===== config.mk =====
export PLATFORM = sky130hd
export DESIGN_NAME = min_tracking_stack_unit
export DESIGN_NICKNAME = d
export VERILOG_FILES = /design/src/rtl/mst_pkg.sv /design/src/rtl/mst_ram.sv /design/src/rtl/mst_result.sv /design/src/rtl/min_tracking_stack_unit.sv
export SDC_FILE = /design/constraint.sdc
export NUM_CORES = 2
export LEC_CHECK = 0
export BUFFER_PORTS_ARGS = -buffer_cell sky130_fd_sc_hd__buf_4
export CORE_ASPECT_RATIO = 1.75
export CORE_UTILIZATION = 63
export DETAILED_ROUTE_END_ITERATION = 10
export PLACE_DENSITY_LB_ADDON = 0.12
export SKIP_CTS_REPAIR_TIMING = 1
export SLEW_MARGIN = 20
export SYNTH_ARGS = -nofsm -noshare
export SYNTH_HDL_FRONTEND = slang
export SYNTH_HIERARCHICAL = 1
export SYNTH_SLANG_ARGS = --single-unit

===== constraint.sdc =====
create_clock -name clk_i -period 10.4 [get_ports clk_i]
set_clock_uncertainty 0.2 [all_clocks]
set_input_delay 0.52 -clock clk_i [delete_from_list [all_inputs] [get_ports clk_i]]
set_output_delay 0.52 -clock clk_i [all_outputs]
set_load 0.1 [all_outputs]

===== src/rtl/mst_pkg.sv =====
// ----------------------------------------------------------------------------
// mst_pkg
// Shared types, constants and value conversions for the min-tracking stack.
// ----------------------------------------------------------------------------
package mst_pkg;

  localparam int STACK_DEPTH = 64;
  localparam int DATA_WIDTH  = 32;

  localparam int ADDR_W  = $clog2(STACK_DEPTH);
  localparam int CNT_W   = $clog2(STACK_DEPTH + 1);
  localparam int ENTRY_W = 2 * DATA_WIDTH;

  localparam int IO_W  = 32;  // width of value fields on the ports
  localparam int OCC_W = 7;   // width of the occupancy field

  typedef enum logic [1:0] {
    CMD_PUSH = 2'd0,
    CMD_POP  = 2'd1,
    CMD_PEEK = 2'd2
  } cmd_e;

  typedef enum logic [1:0] {
    ERR_OK    = 2'd0,
    ERR_EMPTY = 2'd1,
    ERR_FULL  = 2'd2
  } err_e;

  typedef enum logic {
    ST_IDLE,
    ST_POP
  } state_e;

  typedef struct packed {
    logic signed [IO_W-1:0] top_value;
    logic signed [IO_W-1:0] min_value;
    logic signed [IO_W-1:0] popped_value;
    logic [OCC_W-1:0]       occupancy;
    logic                   is_empty;
    logic [1:0]             error_code;
  } result_t;

  // Port value (32 bits) to stored value (DATA_WIDTH bits, two's complement)
  function automatic logic signed [DATA_WIDTH-1:0] to_data(logic signed [IO_W-1:0] v);
    logic signed [63:0] w;
    w = 64'(v);
    return w[DATA_WIDTH-1:0];
  endfunction

  // Stored value to port value, sign-extended or truncated to 32 bits
  function automatic logic signed [IO_W-1:0] to_io(logic signed [DATA_WIDTH-1:0] v);
    logic signed [63:0] w;
    w = 64'(v);
    return w[IO_W-1:0];
  endfunction

endpackage


===== src/rtl/mst_ram.sv =====
// ----------------------------------------------------------------------------
// mst_ram
// Generic single-write, single-read RAM with registered read data.
// ----------------------------------------------------------------------------
module mst_ram #(
  parameter int WIDTH = 8,
  parameter int DEPTH = 16
) (
  input  logic                     clk_i,
  input  logic                     we_i,
  input  logic [$clog2(DEPTH)-1:0] waddr_i,
  input  logic [WIDTH-1:0]         wdata_i,
  input  logic                     re_i,
  input  logic [$clog2(DEPTH)-1:0] raddr_i,
  output logic [WIDTH-1:0]         rdata_o
);

  logic [WIDTH-1:0] mem_q [DEPTH];
  logic [WIDTH-1:0] rdata_q;

  always_ff @(posedge clk_i) begin
    if (we_i) begin
      mem_q[waddr_i] <= wdata_i;
    end
    if (re_i) begin
      rdata_q <= mem_q[raddr_i];
    end
  end

  assign rdata_o = rdata_q;

endmodule


===== src/rtl/mst_result.sv =====
// ----------------------------------------------------------------------------
// mst_result
// Output register: holds one result beat until the consumer takes it.
// ----------------------------------------------------------------------------
module mst_result (
  input  logic            clk_i,
  input  logic            rst_ni,
  input  logic            load_i,
  input  mst_pkg::result_t data_i,
  output logic            free_o,
  output logic            valid_o,
  input  logic            ready_i,
  output mst_pkg::result_t data_o
);

  logic            valid_q, valid_d;
  mst_pkg::result_t data_q;

  // Room for a new beat when empty or when the held beat leaves this cycle
  assign free_o = !valid_q || ready_i;

  always_comb begin
    valid_d = valid_q;
    if (ready_i) begin
      valid_d = 1'b0;
    end
    if (load_i) begin
      valid_d = 1'b1;
    end
  end

  always_ff @(posedge clk_i or negedge rst_ni) begin
    if (!rst_ni) begin
      valid_q <= 1'b0;
    end else begin
      valid_q <= valid_d;
    end
  end

  always_ff @(posedge clk_i) begin
    if (load_i) begin
      data_q <= data_i;
    end
  end

  assign valid_o = valid_q;
  assign data_o  = data_q;

endmodule


===== src/rtl/min_tracking_stack_unit.sv =====
// ----------------------------------------------------------------------------
// min_tracking_stack_unit
// Bounded signed stack with running minimum; top entry in registers, the rest
// in a RAM of {value, minimum} pairs.
// ----------------------------------------------------------------------------
// Results: push, peek and pops that empty the stack or fail load the result
//   register when the input beat is accepted; a pop that leaves entries first
//   reads the RAM to refill the top registers, then loads the result register.
// Throughput: one beat per cycle while the result register has room; no new beat is taken while such a pop refills.
// Reset: occupancy clears to zero; the RAM is not cleared and is read only
//   at entries that were written.
module min_tracking_stack_unit (
  input  logic               clk_i,
  input  logic               rst_ni,
  input  logic               in_valid_i,
  output logic               in_ready_o,
  input  logic [1:0]         cmd_i,
  input  logic signed [31:0] push_value_i,
  output logic               out_valid_o,
  input  logic               out_ready_i,
  output logic signed [31:0] top_value_o,
  output logic signed [31:0] min_value_o,
  output logic signed [31:0] popped_value_o,
  output logic [6:0]         occupancy_o,
  output logic               is_empty_o,
  output logic [1:0]         error_code_o
);

  localparam int DW = mst_pkg::DATA_WIDTH;
  localparam int AW = mst_pkg::ADDR_W;
  localparam int CW = mst_pkg::CNT_W;

  mst_pkg::state_e state_q, state_d;
  logic [CW-1:0]          count_q, count_d;
  logic signed [DW-1:0]   top_val_q, top_val_d;
  logic signed [DW-1:0]   top_min_q, top_min_d;
  logic signed [DW-1:0]   popped_q, popped_d;

  logic                   accept;
  logic                   res_free;
  logic                   res_load;
  mst_pkg::result_t       res_d;
  mst_pkg::result_t       res_q;

  logic                   ram_we, ram_re;
  logic [AW-1:0]          ram_waddr, ram_raddr;
  logic [2*DW-1:0]        ram_rdata;
  logic signed [DW-1:0]   push_v;
  logic signed [DW-1:0]   rd_val, rd_min;
  logic [CW-1:0]          cnt_m1, cnt_m2;

  assign in_ready_o = (state_q == mst_pkg::ST_IDLE) && res_free;
  assign accept     = in_valid_i && in_ready_o;

  assign push_v = mst_pkg::to_data(push_value_i);
  assign rd_val = ram_rdata[2*DW-1:DW];
  assign rd_min = ram_rdata[DW-1:0];
  assign cnt_m1 = count_q - CW'(1);
  assign cnt_m2 = count_q - CW'(2);

  // Old top is spilled to RAM on push; the entry below the top is fetched on pop
  assign ram_waddr = cnt_m1[AW-1:0];
  assign ram_raddr = cnt_m2[AW-1:0];

  always_comb begin
    state_d   = state_q;
    count_d   = count_q;
    top_val_d = top_val_q;
    top_min_d = top_min_q;
    popped_d  = popped_q;
    ram_we    = 1'b0;
    ram_re    = 1'b0;
    res_load  = 1'b0;
    res_d.error_code = mst_pkg::ERR_OK;

    case (state_q)
      mst_pkg::ST_IDLE: begin
        if (accept) begin
          case (cmd_i)
            mst_pkg::CMD_PUSH: begin
              res_load = 1'b1;
              if (count_q >= CW'(mst_pkg::STACK_DEPTH)) begin
                res_d.error_code = mst_pkg::ERR_FULL;
              end else begin
                ram_we    = (count_q != '0);
                top_val_d = push_v;
                // equal values keep the existing minimum
                top_min_d = ((count_q != '0) && !(push_v < top_min_q)) ? top_min_q : push_v;
                count_d   = count_q + CW'(1);
              end
            end
            mst_pkg::CMD_POP: begin
              if (count_q == '0) begin
                res_load         = 1'b1;
                res_d.error_code = mst_pkg::ERR_EMPTY;
              end else begin
                popped_d = top_val_q;
                count_d  = cnt_m1;
                if (count_q == CW'(1)) begin
                  res_load = 1'b1;
                end else begin
                  ram_re  = 1'b1;
                  state_d = mst_pkg::ST_POP;
                end
              end
            end
            default: begin
              res_load = 1'b1;
            end
          endcase
        end
      end
      mst_pkg::ST_POP: begin
        top_val_d = rd_val;
        top_min_d = rd_min;
        res_load  = 1'b1;
        state_d   = mst_pkg::ST_IDLE;
      end
      default: begin
        state_d = mst_pkg::ST_IDLE;
      end
    endcase

    // Result is built from the post-operation state
    res_d.occupancy    = mst_pkg::OCC_W'(count_d);
    res_d.is_empty     = (count_d == '0);
    res_d.top_value    = (count_d == '0) ? '0 : mst_pkg::to_io(top_val_d);
    res_d.min_value    = (count_d == '0) ? '0 : mst_pkg::to_io(top_min_d);
    res_d.popped_value = '0;
    if ((state_q == mst_pkg::ST_POP) ||
        (accept && (cmd_i == mst_pkg::CMD_POP) && (count_q != '0))) begin
      res_d.popped_value = mst_pkg::to_io(popped_d);
    end
  end

  always_ff @(posedge clk_i or negedge rst_ni) begin
    if (!rst_ni) begin
      state_q <= mst_pkg::ST_IDLE;
      count_q <= '0;
    end else begin
      state_q <= state_d;
      count_q <= count_d;
    end
  end

  always_ff @(posedge clk_i) begin
    top_val_q <= top_val_d;
    top_min_q <= top_min_d;
    popped_q  <= popped_d;
  end

  mst_ram #(
    .WIDTH (mst_pkg::ENTRY_W),
    .DEPTH (mst_pkg::STACK_DEPTH)
  ) u_ram (
    .clk_i   (clk_i),
    .we_i    (ram_we),
    .waddr_i (ram_waddr),
    .wdata_i ({top_val_q, top_min_q}),
    .re_i    (ram_re),
    .raddr_i (ram_raddr),
    .rdata_o (ram_rdata)
  );

  mst_result u_result (
    .clk_i   (clk_i),
    .rst_ni  (rst_ni),
    .load_i  (res_load),
    .data_i  (res_d),
    .free_o  (res_free),
    .valid_o (out_valid_o),
    .ready_i (out_ready_i),
    .data_o  (res_q)
  );

  assign top_value_o    = res_q.top_value;
  assign min_value_o    = res_q.min_value;
  assign popped_value_o = res_q.popped_value;
  assign occupancy_o    = res_q.occupancy;
  assign is_empty_o     = res_q.is_empty;
  assign error_code_o   = res_q.error_code;

`ifndef SYNTHESIS
  a_count_bound: assert property (@(posedge clk_i) disable iff (!rst_ni)
    count_q <= CW'(mst_pkg::STACK_DEPTH))
    else $error("entry count above stack depth");

  a_pop_refill: assert property (@(posedge clk_i) disable iff (!rst_ni)
    (state_q == mst_pkg::ST_POP) |=> (state_q == mst_pkg::ST_IDLE) && out_valid_o)
    else $error("pop refill did not produce a result");

  a_pop_slot_free: assert property (@(posedge clk_i) disable iff (!rst_ni)
    (state_q == mst_pkg::ST_POP) |-> !out_valid_o)
    else $error("result register busy during pop refill");

  a_push_count: assert property (@(posedge clk_i) disable iff (!rst_ni)
    (accept && (cmd_i == mst_pkg::CMD_PUSH) &&
     (count_q < CW'(mst_pkg::STACK_DEPTH))) |=> (count_q == $past(count_q) + CW'(1)))
    else $error("push did not grow the stack");
`endif

endmodule

After elaboration in Yosys (flattened, before gate mapping)
Memories as Yosys holds them, arrays and structs flattened. A register that Yosys moved wholly into a read port is not among the register bits.
Cells that the tools add are included.
- $mul: 0
- bitwise operators: 2
- mux-type cells: 40
- div/mod/pow operators: 0
- shifts and indexed selects: 0
- add/subtract/negate cells: 3
- order comparisons: 2
- reductions and logical operators: 15
- eq/ne operators: 2
- operators with widths (kind ; number):
    2-to-1 mux 32 bit ; 11
    case mux 32 bit (2 select lines) ; 2
    < comparator 32 bit ; 1
    2-to-1 mux 7 bit ; 4
    2-to-1 mux 1 bit ; 18
    zero test 7 bit ; 2
    case mux 7 bit (2 select lines) ; 1
    adder 7 x 1 -> 7 bit, second input constant ; 1
    == test 7 x 1 -> 1 bit, second input constant ; 1
    >= comparator 7 bit, second input constant ; 1
    nonzero test 7 bit ; 1
    subtractor 7 x 1 -> 7 bit, second input constant ; 1
    subtractor 6 x 2 -> 6 bit, second input constant ; 1
    logical AND 1 bit ; 5
    case mux 1 bit (2 select lines) ; 2
    case mux 2 bit (2 select lines) ; 1
    == test 2 x 1 -> 1 bit, second input constant ; 1
    zero test 1 bit ; 2
    zero test 2 bit ; 1
    logical OR 1 bit ; 2
    2-to-1 mux 2 bit ; 1
    inverter 1 bit ; 2
    nonzero test 2 bit ; 1
    OR reduction 2 bit ; 1
- bits in latches: 0
- logic and storage cells: 77
- bits in read-only memories: 0
- bits in writable memories: 4096
- memories: 1
- register bits after elaboration: 211
- output and inout bits: 108
- memory list (memory ; depth ; bits a word ; read ports ; clocked after memory_dff ; write ports ; line ; source):
    u_ram.mem_q ; 64 ; 64 ; 1 ; 1 ; 1 ; mst_ram.sv:18 ; logic [WIDTH-1:0] mem_q [DEPTH];

Logic depth before layout (Yosys ltp)
- depth after elaboration: 8
- depth in mapped cells: 13
- gate-level depth less buffers: 10

Hierarchy
Netlist, hierarchy kept.
- modules (own cells, without submodules) (module ; cells an instance ; area an instance (µm²) ; instances):
    mst_ram ; 6598 ; 156989.3 ; 1
    min_tracking_stack_unit ; 758 ; 6533.8 ; 1
    mst_result ; 109 ; 3230.6 ; 1

Least setup slack after synthesis
No wires, ideal clock.
- kind: reg2reg
- start point: register u_result.valid_q (netlist: u_result/valid_o)
- end point: memory u_ram/mem_q[48][0] in the netlist's numbering, enable pin
- path slack: 1.486 ns
- cell stages (with the launch flop): 10
- library setup time: 0.564 ns
- buffers on the path: 2
- arrival time: 8.150 ns
- required time: 9.636 ns
- cells stage by stage: dfrtp_1 -> nand2b_4 -> nor2b_1 -> and2_1 -> nand3_1 -> clkbuf_1 -> clkbuf_1 -> nor2_1 -> nand4b_1 -> nor3_1
- cells in the longest elaborated chain, start to end: 8
- ends and longest elaborated chain (what ; line ; source):
    start: declaration ; mst_result.sv:16 ; logic valid_q, valid_d;
    start signal: assignment ; mst_result.sv:36 ; valid_q <= valid_d;
    zero test 1 bit ; mst_result.sv:20 ; assign free_o = !valid_q || ready_i;
    logical OR 1 bit ; mst_result.sv:20 ;
    net res_free ; min_tracking_stack_unit.sv:40 ; logic res_free;
    logical AND 1 bit ; min_tracking_stack_unit.sv:52 ; assign in_ready_o = (state_q == mst_pkg::ST_IDLE) && res_free;
    net in_ready_o ; min_tracking_stack_unit.sv:16 ; output logic in_ready_o,
    logical AND 1 bit ; min_tracking_stack_unit.sv:53 ; assign accept = in_valid_i && in_ready_o;
    2-to-1 mux 1 bit ; min_tracking_stack_unit.sv:78 ; if (accept) begin
    2-to-1 mux 1 bit ; min_tracking_stack_unit.sv:76 ; case (state_q)
    net ram_we ; min_tracking_stack_unit.sv:45 ; logic ram_we, ram_re;
    2-to-1 mux 1 bit ; mst_ram.sv:22 ; if (we_i) begin
    2-to-1 mux 1 bit (implied by the code) ; mst_ram.sv:23 ; mem_q[waddr_i] <= wdata_i;
    end: declaration ; mst_ram.sv:18 ;
The timed path passes the listed nets, and every way through them passes these cells.

Worst setup path after layout
- start point: register state_q
- end point: memory u_ram/mem_q[14][37] in the netlist's numbering, enable pin
- cells in the longest elaborated chain, start to end: 7
- ends and longest elaborated chain (what ; line ; source):
    start: declaration ; min_tracking_stack_unit.sv:33 ; mst_pkg::state_e state_q, state_d;
    start signal: assignment ; min_tracking_stack_unit.sv:138 ; state_q <= mst_pkg::ST_IDLE;
    start signal: assignment ; min_tracking_stack_unit.sv:141 ; state_q <= state_d;
    inverter 1 bit ; -- ;
    logical AND 1 bit ; min_tracking_stack_unit.sv:52 ;
    logical AND 1 bit ; min_tracking_stack_unit.sv:53 ;
    2-to-1 mux 1 bit ; min_tracking_stack_unit.sv:78 ;
    2-to-1 mux 1 bit * ; min_tracking_stack_unit.sv:76 ;
    net ram_we ; min_tracking_stack_unit.sv:45 ;
    2-to-1 mux 1 bit * ; mst_ram.sv:22 ;
    2-to-1 mux 1 bit (implied by the code) * ; mst_ram.sv:23 ;
Mark *: on every way through the listed nets, which the timed path passes. The rest lies on a longest branch.

==> qor.yml <==
crit_top_cell: "nor2b_1"
core_mm2: 0.263
crit_type: "reg2reg"
wl_met3_mm: 54.8
fin_crit_sh_pct: 58.4
cp_num_buf_inv: 1
viasPerCell: 7.24
worstSetupStartpointType: "flip-flop"
worstPathMaxFanout: 71
synth.avg_cell_area_um2: 22.3
synth_warnings: 6
layout-drive-gt1-share_pct: 26.6
ctsHtreeMaxLevel: 5
area_growth_pct: 11.0
finalWeightedCongestion: 0.896
dp.cells: 10948
dr.pass1.iters: 8
cp.required_ns: 10.70
drtIter0Drc: 11657
dp_hpwl_mm: 257
synth_enable_flop_cells: 4266
worst_pin_slew_ns: 1.27
clock.fmax_mhz: 165
die_height_um: 683
yosys_most_used_dff: "edfxtp_1"
yosysSeqAreaShare_pct: 78.1
ys_seq_elements: 4371
wl_met2_mm: 230
numClockSinks: 4371
status: "complete, but fails checks"
rsz0062_at_grt: "false"
powerDensity_mw_per_mm2: 313
critical_path.cell_chain: "nor2b_1 > and2_1 > nand3_4 > nor2_1 > nor2b_1 > nand3_1 > nor2_4 > buf_4"
fp.dieW_um: 391
highest_layer: "met5"
end_kind: "flip-flop"
violations: "hold timing"
drt-total-wl_mm: 469
max_stage_delay_ns: 0.89
grt_pass1_vias: 84466
final_cells: 11653
peakVddDrop_uv: 371
setup_viol: 0
ant_nets: 0
slowest_stage: "buf_4"
ios: 146
clockBufferDepth: 4
cts_buffers: 368
drt-met1-wl_mm: 150
cts_tree: "yes"
vias: 84322
grt.overflow.total: 0
cts-root-buf: "clkbuf_16"
hold_slack_ns: -0.00436
grt_pass1_wl_mm: 646
path_clk_slew_ns: 0.07
cp_top_family: "simple AND/OR/NAND/NOR gates"
antenna_found_initial: 30
hold_path_class: "in2reg"
io_buffers: 145
cap_violations: 0
num-nets-final: 7913
syn-num-nets: 7541
initial_utilization_pct: 63.4
power_leakage_uw: 0.0588
grt_max_degree: 128
route.detailed.drc: 0
fin_setup_tns_ns: 0
finalMaxSlewViolations: 0
grt_usage_pct: 35.6
routedWlPerCell_um: 40.3
hold_viol: 1
rows: 249
dieArea_mm2: 0.267
async_reset_ff_share_pct: 0.206
worstPathArrival_ns: 6.38
ys_types: 65
relSlewSlack_pct: 15.4
clock_latency_ns: 0.93
final.min_clock_period_ns: 6.08
postSynthCellCount: 7465
synth_area_mm2: 0.167
## final timing paths
check / startpoint / end / slack, ns / cells past startpoint
max in group asynchronous: rst_ni / count_q[0]$_DFF_PN0_ / 8.98 / 3
worst min-delay path: push_value_i[20] / top_min_q[20]$_DFF_P_ / -0.004 / 4
worst max register to register: state_q$_DFF_PN0_ / u_ram/mem_q[14][37]$_DFFE_PP_ / 4.32 / 8
min in group asynchronous: rst_ni / state_q$_DFF_PN0_ / 0.52 / 3
worst max-delay path: state_q$_DFF_PN0_ / u_ram/mem_q[14][37]$_DFFE_PP_ / 4.32 / 8
worst min register to register: popped_q[21]$_DFF_P_ / popped_q[21]$_DFF_P_ / 0.29 / 1
## cell type report
cell class	instances	area (um^2)
antenna	9	22.5
clock buffer	484	10000
clock inverter	179	1790
fill	15602	77800
inverter	61	245
multi-input combinational	2600	34900
sequential	4371	130000
tap	3514	4400
timing repair buffer	435	3480
## per-stage QoR
step	power (uW)	instance area (um^2)	setup WS, ns	utilization [%]	hold slack, ns
finish	58000	185000	4.32	70.4	-0.00436
global route	59400	185000	4.13	70.4	0.0244
CTS	57900	185000	4.49	70.3	-0.800
detailed placement	44300	173000	4.52	65.8	0.175
global placement	43900	173000	4.06	65.8	0.172
floorplan	36400	167000	1.49	-	0.0244
## report_power, final
part           leakage, uW  switching [uW]  internal (uW)  total, uW
combinational       0.0138           14000           6750      20700
sequential          0.0393             821          22700      23500
clock              0.00576            6160           7650      13800
total               0.0588           20900          37100      58000
## layer usage
metal / vias up / track usage, %
met5: - / 0
met4: 12 / 21.1
met3: 1412 / 8.53
met2: 6048 / 57.8
met1: 44409 / 44.0
li1: 32441 / -
## cells in the mapped netlist (41+ instances only)
cell type     n  area, um^2
edfxtp_1   4266      128000
mux4_2     1024       23100
clkbuf_1    192         721
buf_2       174         871
a22oi_1     169        1270
mux2i_1     168        1680
nor2_1      154         578
a22o_1      121        1060
nand2_1     105         394
dfxtp_1      96        1920
o22ai_1      84         526
a211oi_1     67         503
and3_1       66         413
nor2b_1      62         388
inv_1        59         221
nand3_1      52         260
o21ai_0      41         205
## flip-flops by register name, summed over array words and instances (netlist names)
| name | flops |
|---|---|
| state_q | 1 |
| u_ram/rdata_o | 64 |
| u_ram/mem_q | 4096 |
| popped_q | 32 |
| u_result/valid_o | 1 |
| top_val_q | 32 |
| top_min_q | 32 |
| u_result/data_o | 106 |
| count_q | 7 |
## cells in the final DEF, fill, tap and decap left out, types with 31 or more instances in the layout
cell type	netlist	routed
a22o_1	121	121
o21ai_0	41	36
inv_1	59	57
buf_4	34	392
mux2i_1	168	168
dfxtp_2	0	47
clkinv_2	1	59
and4_1	32	32
clkinv_1	0	59
and3_1	66	66
nor3_1	39	37
nand2_1	105	102
clkbuf_16	0	378
dfxtp_1	96	41
a211oi_1	67	65
dlygate4sd3_1	0	32
nand3_1	52	51
a22oi_1	169	169
or3_1	32	31
mux4_2	1024	1024
nor2_1	154	88
nor2_4	0	66
bufinv_16	0	35
mux2_2	32	32
edfxtp_1	4266	4266
clkbuf_1	192	91
a311oi_1	33	33
o22ai_1	84	84
and2_1	39	36
nor2b_1	62	58
ha_1	38	38
o221ai_1	38	38
nor4_1	34	34
## worst min-delay path, stage by stage
cell and delay, ns:
buf_4 0.19, nor2_1 0.09, and4_1 0.21, nor3_1 0.06
## kinds of logic after synthesis
group           after synthesis  synth area share (%)
buf+inv                     494                  1.38
mux                        1224                  15.1
flops                      4371                  78.1
xor+xnor                      7                0.0368
compound gates              650                  2.95
fa+ha+maj                    38                 0.285
simple gates                681                  2.18
Note: power is estimated with default switching activity, not from simulation.
